[src/rtl/core/rdsm_pkg.sv]
// Shared types and constants for the dot/star regular expression matcher.
// No dependencies; rdsm_ifs and the matcher top refer to it by scoped name.
`timescale 1ns / 1ps

package rdsm_pkg;

    typedef logic [1:0] func_t;
    typedef logic [7:0] byte_t;

    localparam func_t FUNC_BEGIN_PATTERN = 2'd0;
    localparam func_t FUNC_APPEND_BYTE   = 2'd1;
    localparam func_t FUNC_BEGIN_TEXT    = 2'd2;
    localparam func_t FUNC_TEXT_BYTE     = 2'd3;

    localparam byte_t STAR_BYTE = 8'h2A;
    localparam byte_t DOT_BYTE  = 8'h2E;

endpackage

[src/rtl/core/rdsm_ifs.sv]
// Valid/ready channel interfaces for the matcher: command beats in, results out.
// Depends on rdsm_pkg for the payload types.
`timescale 1ns / 1ps

interface rdsm_req_if;
    logic            valid;
    logic            ready;
    rdsm_pkg::func_t func;
    rdsm_pkg::byte_t byte_value;

    modport source (output valid, output func, output byte_value, input ready);
    modport sink   (input valid, input func, input byte_value, output ready);
endinterface

interface rdsm_resp_if;
    logic valid;
    logic ready;
    logic full_match;
    logic pattern_overflow;

    modport source (output valid, output full_match, output pattern_overflow, input ready);
    modport sink   (input valid, input full_match, input pattern_overflow, output ready);
endinterface

[src/rtl/core/rdsm_ram.sv]
// Generic simple dual-port RAM: one write port, one read port, registered read.
// No dependencies.
`timescale 1ns / 1ps

module rdsm_ram #(
    parameter int WIDTH = 8,
    parameter int DEPTH = 64,
    localparam int AW = $clog2(DEPTH)
) (
    input  logic             clk,
    input  logic             we,
    input  logic [AW-1:0]    waddr,
    input  logic [WIDTH-1:0] wdata,
    input  logic [AW-1:0]    raddr,
    output logic [WIDTH-1:0] rdata
);

    logic [WIDTH-1:0] mem [DEPTH];

    always_ff @(posedge clk)
    begin
        if (we)
        begin
            mem[waddr] <= wdata;
        end
        rdata <= mem[raddr];
    end

endmodule

[src/rtl/core/regex_dot_star_matcher.sv]
// Top level of the dot/star whole-string matcher: sequencer over pattern and row RAMs.
// Depends on rdsm_pkg, rdsm_ifs (channel interfaces) and rdsm_ram.
//
//   channel | role | payload                          | beat
//   req     | sink | func, byte_value                 | one command
//   resp    | src  | full_match, pattern_overflow     | one result (begin text, text byte)
//
// Begin pattern and append give no result.
// Begin text and text byte each give one result, after one read of
// the pattern RAM and one read-modify-write of the row RAM per pattern position.
// Reset clears length, overflow and the row watermark; both RAMs need no clearing,
// row entries above the watermark read as zero.
// A held result stalls a new text command only at its end, when the result
// register is still occupied.
`timescale 1ns / 1ps

module regex_dot_star_matcher #(
    parameter int PATTERN_MAX = 64
) (
    input  logic  clk,
    input  logic  rst_n,
    rdsm_req_if.sink    req,
    rdsm_resp_if.source resp
);

    localparam int LW  = $clog2(PATTERN_MAX + 1);
    localparam int PAW = $clog2(PATTERN_MAX);

    localparam logic [1:0] ST_IDLE = 2'd0;
    localparam logic [1:0] ST_RUN  = 2'd1;
    localparam logic [1:0] ST_DONE = 2'd2;

    logic [1:0]      state_reg, state_next;
    logic [LW-1:0]   j_reg;
    logic [LW-1:0]   len_reg;
    logic [LW-1:0]   w_reg;
    logic            ovf_reg;
    logic            row0_reg;
    logic            mode_begin_reg;
    rdsm_pkg::byte_t c_reg;
    rdsm_pkg::byte_t prev_pat_reg;
    logic            old_prev_reg;
    logic            nx1_reg;
    logic            nx2_reg;
    logic            res_reg;
    logic            out_valid_reg;
    logic            out_match_reg;
    logic            out_ovf_reg;

    logic            accept;
    logic            text_cmd;
    logic            pat_we;
    logic [PAW-1:0]  pat_raddr;
    rdsm_pkg::byte_t pat_rdata;
    logic            row_we;
    logic [LW-1:0]   row_raddr;
    logic            row_rdata;
    logic [LW:0]     j_plus;
    logic            row_old;
    logic            star;
    logic            fits_cur;
    logic            fits_prev;
    logic            nxt;
    logic            last;
    logic            deliver;
    logic [LW-1:0]   w_begin;

    assign accept   = req.valid && req.ready;
    assign req.ready = (state_reg == ST_IDLE);
    assign text_cmd = (req.func == rdsm_pkg::FUNC_BEGIN_TEXT) ||
                      (req.func == rdsm_pkg::FUNC_TEXT_BYTE);

    assign pat_we    = accept && (req.func == rdsm_pkg::FUNC_APPEND_BYTE) &&
                       (len_reg < LW'(PATTERN_MAX));
    assign pat_raddr = (state_reg == ST_RUN) ? j_reg[PAW-1:0] : '0;

    assign j_plus    = {1'b0, j_reg} + (LW+1)'(1);
    assign row_raddr = (state_reg == ST_RUN) ? j_plus[LW-1:0] : LW'(1);
    assign row_we    = (state_reg == ST_RUN);

    rdsm_ram #(
        .WIDTH (8),
        .DEPTH (PATTERN_MAX)
    ) u_pattern_ram (
        .clk   (clk),
        .we    (pat_we),
        .waddr (len_reg[PAW-1:0]),
        .wdata (req.byte_value),
        .raddr (pat_raddr),
        .rdata (pat_rdata)
    );

    rdsm_ram #(
        .WIDTH (1),
        .DEPTH (PATTERN_MAX + 1)
    ) u_row_ram (
        .clk   (clk),
        .we    (row_we),
        .waddr (j_reg),
        .wdata (nxt),
        .raddr (row_raddr),
        .rdata (row_rdata)
    );

    // entries above the watermark were never built or were cleared by an advance
    assign row_old   = (j_reg <= w_reg) ? row_rdata : 1'b0;
    assign star      = (j_reg > LW'(1)) && (pat_rdata == rdsm_pkg::STAR_BYTE);
    assign fits_cur  = (pat_rdata == rdsm_pkg::DOT_BYTE) || (pat_rdata == c_reg);
    assign fits_prev = (prev_pat_reg == rdsm_pkg::DOT_BYTE) || (prev_pat_reg == c_reg);
    assign last      = (j_reg == len_reg);
    assign w_begin   = (len_reg > w_reg) ? len_reg : w_reg;
    assign deliver   = (state_reg == ST_DONE) && (!out_valid_reg || resp.ready);

    always_comb
    begin
        if (mode_begin_reg)
        begin
            nxt = star ? nx2_reg : 1'b0;
        end
        else if (star)
        begin
            nxt = (fits_prev && row_old) || nx2_reg;
        end
        else
        begin
            nxt = fits_cur && old_prev_reg;
        end
    end

    always_comb
    begin
        state_next = state_reg;
        unique case (state_reg)
            ST_IDLE:
            begin
                if (accept && text_cmd)
                begin
                    state_next = (len_reg == '0) ? ST_DONE : ST_RUN;
                end
            end
            ST_RUN:
            begin
                if (last)
                begin
                    state_next = ST_DONE;
                end
            end
            ST_DONE:
            begin
                if (deliver)
                begin
                    state_next = ST_IDLE;
                end
            end
            default:
            begin
                state_next = ST_IDLE;
            end
        endcase
    end

    always_ff @(posedge clk or negedge rst_n)
    begin
        if (!rst_n)
        begin
            state_reg     <= ST_IDLE;
            len_reg       <= '0;
            w_reg         <= '0;
            ovf_reg       <= 1'b0;
            row0_reg      <= 1'b1;
            out_valid_reg <= 1'b0;
        end
        else
        begin
            state_reg <= state_next;
            if (accept)
            begin
                unique case (req.func)
                    rdsm_pkg::FUNC_BEGIN_PATTERN:
                    begin
                        len_reg <= '0;
                        ovf_reg <= 1'b0;
                    end
                    rdsm_pkg::FUNC_APPEND_BYTE:
                    begin
                        if (len_reg < LW'(PATTERN_MAX))
                        begin
                            len_reg <= len_reg + LW'(1);
                        end
                        else
                        begin
                            ovf_reg <= 1'b1;
                        end
                    end
                    rdsm_pkg::FUNC_BEGIN_TEXT:
                    begin
                        row0_reg <= 1'b1;
                    end
                    rdsm_pkg::FUNC_TEXT_BYTE:
                    begin
                        row0_reg <= 1'b0;
                    end
                    default:
                    begin
                        row0_reg <= row0_reg;
                    end
                endcase
            end
            if (deliver)
            begin
                w_reg         <= mode_begin_reg ? w_begin : len_reg;
                out_valid_reg <= 1'b1;
            end
            else if (resp.ready)
            begin
                out_valid_reg <= 1'b0;
            end
        end
    end

    // per-position datapath registers
    always_ff @(posedge clk)
    begin
        if (accept && text_cmd)
        begin
            mode_begin_reg <= (req.func == rdsm_pkg::FUNC_BEGIN_TEXT);
            c_reg          <= req.byte_value;
            j_reg          <= LW'(1);
            old_prev_reg   <= row0_reg;
            nx1_reg        <= (req.func == rdsm_pkg::FUNC_BEGIN_TEXT);
            nx2_reg        <= 1'b0;
            res_reg        <= (req.func == rdsm_pkg::FUNC_BEGIN_TEXT);
        end
        else if (state_reg == ST_RUN)
        begin
            prev_pat_reg <= pat_rdata;
            old_prev_reg <= row_old;
            nx2_reg      <= nx1_reg;
            nx1_reg      <= nxt;
            res_reg      <= nxt;
            j_reg        <= j_plus[LW-1:0];
        end
        if (deliver)
        begin
            out_match_reg <= res_reg;
            out_ovf_reg   <= ovf_reg;
        end
    end

    assign resp.valid            = out_valid_reg;
    assign resp.full_match       = out_match_reg;
    assign resp.pattern_overflow = out_ovf_reg;

    a_run_index_in_range: assert property (@(posedge clk) disable iff (!rst_n)
        (state_reg == ST_RUN) |-> (j_reg >= LW'(1)) && (j_reg <= len_reg))
        else $error("row index outside pattern during sweep");

    a_row_write_not_zero: assert property (@(posedge clk) disable iff (!rst_n)
        row_we |-> (j_reg != '0))
        else $error("row RAM written at position zero");

    a_watermark_bound: assert property (@(posedge clk) disable iff (!rst_n)
        w_reg <= LW'(PATTERN_MAX))
        else $error("row watermark beyond capacity");

    a_len_stable_in_sweep: assert property (@(posedge clk) disable iff (!rst_n)
        (state_reg == ST_RUN) |=> $stable(len_reg))
        else $error("pattern length changed during a sweep");

    a_deliver_fills_output: assert property (@(posedge clk) disable iff (!rst_n)
        deliver |=> out_valid_reg && (state_reg == ST_IDLE))
        else $error("finished result not placed in output register");

endmodule
[src/flat_wrapper.sv]
// flat-port wrapper written by rule: the top's interface ports become plain ports
module regex_dot_star_matcher_flat 
#(
    parameter int PATTERN_MAX = 64
)
  (clk, rst_n, req_valid, req_func, req_byte_value, req_ready, resp_valid, resp_full_match, resp_pattern_overflow, resp_ready);
  rdsm_req_if req_i ();
  rdsm_resp_if resp_i ();
  input  logic clk;
  input  logic rst_n;
  input wire logic [$bits(req_i.valid)-1:0] req_valid;
  input wire logic [$bits(req_i.func)-1:0] req_func;
  input wire logic [$bits(req_i.byte_value)-1:0] req_byte_value;
  output wire logic [$bits(req_i.ready)-1:0] req_ready;
  output wire logic [$bits(resp_i.valid)-1:0] resp_valid;
  output wire logic [$bits(resp_i.full_match)-1:0] resp_full_match;
  output wire logic [$bits(resp_i.pattern_overflow)-1:0] resp_pattern_overflow;
  input wire logic [$bits(resp_i.ready)-1:0] resp_ready;
  assign req_i.valid = req_valid;
  assign req_i.func = req_func;
  assign req_i.byte_value = req_byte_value;
  assign req_ready = req_i.ready;
  assign resp_valid = resp_i.valid;
  assign resp_full_match = resp_i.full_match;
  assign resp_pattern_overflow = resp_i.pattern_overflow;
  assign resp_i.ready = resp_ready;
  regex_dot_star_matcher #(.PATTERN_MAX(PATTERN_MAX)) u_core (.clk(clk), .rst_n(rst_n), .req(req_i), .resp(resp_i));
endmodule
[config.mk]
export PLATFORM = sky130hd
export DESIGN_NAME = regex_dot_star_matcher_flat
export DESIGN_NICKNAME = d
export VERILOG_FILES = /design/src/rtl/core/rdsm_pkg.sv /design/src/rtl/core/rdsm_ifs.sv /design/src/rtl/core/rdsm_ram.sv /design/src/rtl/core/regex_dot_star_matcher.sv /design/src/flat_wrapper.sv
export SDC_FILE = /design/constraint.sdc
export NUM_CORES = 1
export LEC_CHECK = 0
export BUFFER_PORTS_ARGS = -buffer_cell sky130_fd_sc_hd__buf_4
export CORE_ASPECT_RATIO = 1.2
export CORE_MARGIN = 2
export CORE_UTILIZATION = 45
export DETAILED_ROUTE_END_ITERATION = 10
export PLACE_DENSITY = 0.67
export REMOVE_ABC_BUFFERS = 1
export SYNTH_ARGS = -nofsm -noshare
export SYNTH_HDL_FRONTEND = slang
export SYNTH_SLANG_ARGS = --single-unit
export TNS_END_PERCENT = 100
[constraint.sdc]
create_clock -name clk -period 5.42 [get_ports clk]
set_input_delay 0 -clock clk [delete_from_list [all_inputs] [get_ports clk]]
set_output_delay 0 -clock clk [all_outputs]
set_load 0.05 [all_outputs]
==> results.json <==
{
  "worstPathCellList": "buf_4 > nand2_2 > o221ai_1 > a31oi_1 > o311ai_0 > o211ai_1",
  "fmax_mhz": 271,
  "top_register": "u_core.u_pattern_ram.mem",
  "required_ps": 5880,
  "cts_buffer_depth": 3,
  "nets": 1901,
  "clock-root-buffer": "clkbuf_16",
  "rows": 97,
  "hold_violations": 0,
  "clkLatencyLatePin_ps": 630,
  "holdWs_ps": 24.8,
  "synth_top_cell_by_area": "edfxtp_1",
  "critPathSlowestCell": "o311ai_0",
  "cts_setup_buffers": 0,
  "die-area_sq_um": 60600,
  "swShare_pct": 30.7,
  "power_density_nw_per_um2": 434,
  "synthFlopType": "edfxtp_1",
  "largest_reg_flops": 512,
  "synth_top_area_share_pct": 68.1,
  "drc": 0,
  "synth_cell_types": 71,
  "ys_ff_latch": 634,
  "syn_inst": 1884,
  "ir_drop_uv": 316,
  "die_h_um": 269,
  "critPathTopFamily": "compound AO/OA/AOI/OAI gates",
  "layout_min_cycle_time_ps": 3690,
  "synthesis.area_sq_um": 26400,
  "maxSlewHeadroom_pct": 14.1,
  "clock-sinks": 634,
  "cp_num_buf_inv": 1,
  "vias_per_cell": 6.20,
  "hold_path.class": "in2reg",
  "synth_edf_count": 598,
  "worstPathArrival_ps": 4150,
  "overflow": 0,
  "netlist_top_cells_area": "edfxtp_1, nor2_1, mux2i_1, nand2_1, dfrtp_1",
  "max-cap-violations": 0,
  "period_share_pct": 68.1,
  "internal-power_w": 0.00877,
  "yosys_warnings": 0,
  "path_class": "reg2reg",
  "drtIter0Drc": 1930,
  "tightestPinTransition_ps": 1270,
  "power_w": 0.0126,
  "cts_resized": 0,
  "synth.most_common_cell": "edfxtp_1",
  "drt-pass1-iter-count": 6,
  "setup_tns_ps": 0,
  "diodes": 0,
  "regArea_sq_um": 18800,
  "gp_congestion": 0.907,
  "cts_made_buffers": 59,
  "cp-end-kind": "flop",
  "start_util_pct": 45.4,
  "drive_gt1_share_pct": 9.38,
  "cts_hold_buf": 11,
  "wire_per_inst_um": 26.2,
  "avgSynthCellArea_sq_um": 14.0,
  "multiInputGateArea_sq_um": 6950,
  "rsz0062_at_grt": "no",
  "drt-total-wl_mm": 69.6,
  "final-setup-viol-count": 0,
  "p_sw_w": 0.00388,
  "die_w_um": 225,
  "ant_nets": 0,
  "ios": 18,
  "combPwrFrac_pct": 21.6,
  "dp_hpwl_mm": 42.5,
  "power_frac_clock_pct": 32.9,
  "num_vias": 16512,
  "seq_power_share_pct": 45.6,
  "status": "finished, final reports clean",
  "grt_pass1_wl_mm": 104,
  "async_flop_share_pct": 3.00,
  "antenna_found_initial": 0,
  "skew_ps": 19.5,
  "slew_violations": 0,
  "grt_usage_pct": 22.8,
  "p_leak_nw": 9.49,
  "coreArea_sq_um": 58100,
  "first_global_vias": 16303,
  "seq_area_frac_synth_pct": 71.2,
  "cts_tree": "yes",
  "crit_fanout": 41,
  "critPathMaxStageDelay_ps": 1100,
  "grt_max_degree": 72,
  "area_growth_pct": 10.4,
  "portBuffers": 17,
  "largestRegisters": "u_core.u_pattern_ram.mem (512), u_core.u_row_ram.mem (65)",
  "synth_commonest_cells": "edfxtp_1, nor2_1, nand2_1",
  "htreeDepth": 2,
  "clkTransAtPathRegs_ps": 60,
  "fillerInstances": 4826,
  "start_kind": "flop"
}
[layout make-up]
cell class,count,share of cell area (%)
Sequential cell,634,64.5
Multi-Input combinational cell,1100,23.9
Timing Repair Buffer,52,1.50
Tap cell,742,3.19
Clock buffer,75,5.45
Clock inverter,37,1.18
Inverter,22,0.284
[routing by layer]
layer | global-route usage [%] | vias up | routed length (um)
met5 | 0 | - | 0
met4 | 8.05 | 0 | 2210
met3 | 4.09 | 133 | 5790
met2 | 37.8 | 832 | 33900
met1 | 30.3 | 8302 | 27700
li1 | - | 7245 | -
[layout by cell type (no fill, tap or decap), drive strengths merged, types with 7 or more instances in the layout]
master	instances
nand3	22
dfxtp	17
nand2	151
clkinv	28
nor3	29
o22a	9
dfrtp	18
a211o	9
a32oi	17
o211ai	18
and3	34
o21a	10
buf	41
dlygate4sd3	11
a211oi	23
mux2	28
ha	18
xnor2	14
a22oi	16
a221oi	24
nor2	216
o2bb2ai	7
o31ai	7
o22ai	38
nor4	13
mux2i	69
o21ai	57
edfxtp	598
o221ai	46
a21oi	69
nand3b	7
o32a	7
nand2b	16
clkbuf	75
xor2	14
a31oi	18
inv	23
or3	24
o311ai	9
nor2b	17
[kinds of logic after synthesis]
group                      Yosys count  synth area share (%)
muxes                              101                  4.22
AOI/OAI and AO/OA                  401                  10.7
and+or+nand+nor                    552                  9.52
xor gates and xnor gates            28                 0.958
buffers and inverters              150                  2.60
DFF                                634                  71.2
adders and majority gates           18                 0.854
[metrics by stage]
stage                     cell area [sq um]  cells  worst slack [ps]  util, %
after floorplan                       25800   1756             -3570        -
after global placement                27000   2538              1760     46.5
after detailed placement              27000   2538              1790     46.5
after CTS                             29100   2661              1790     50.0
after global routing                  29100   2662              1480     50.1
final                                 29100   2662              1730     50.1
[power groups by stage]
stage	Sequential [W]	Clock [W]	Combinational, W
after floorplan	0.00594	0	0.00158
after global placement	0.00585	0	0.00262
after detailed placement	0.00586	0	0.00265
after CTS	0.00575	0.00420	0.00267
after global routing	0.00577	0.00439	0.00290
final	0.00576	0.00416	0.00273
[worst register-to-register path, delay by kind of cell (launching register included)]
kind / cells / cell delay [ps]
compound gates: 4 / 1830
flops: 1 / 640
buf+inv: 1 / 540
simple gates: 1 / 510
[path summary, 6_finish.rpt]
check	startpoint	slack, ps	cells after the start	endpoint
max	u_core.j_reg[0]	1730	6	u_core.u_pattern_ram.rdata[4]
min	req_byte_value[1]	20	1	u_core.u_pattern_ram.mem[39][1]
max reg2reg	u_core.j_reg[0]	1730	6	u_core.u_pattern_ram.rdata[4]
min reg2reg	u_core.nx1_reg	460	0	u_core.resp.full_match
max in group asynchronous	rst_n	3760	4	u_core.len_reg[3]
min in group asynchronous	rst_n	390	3	u_core.row0_reg
Power figures use the tool's default switching activity.
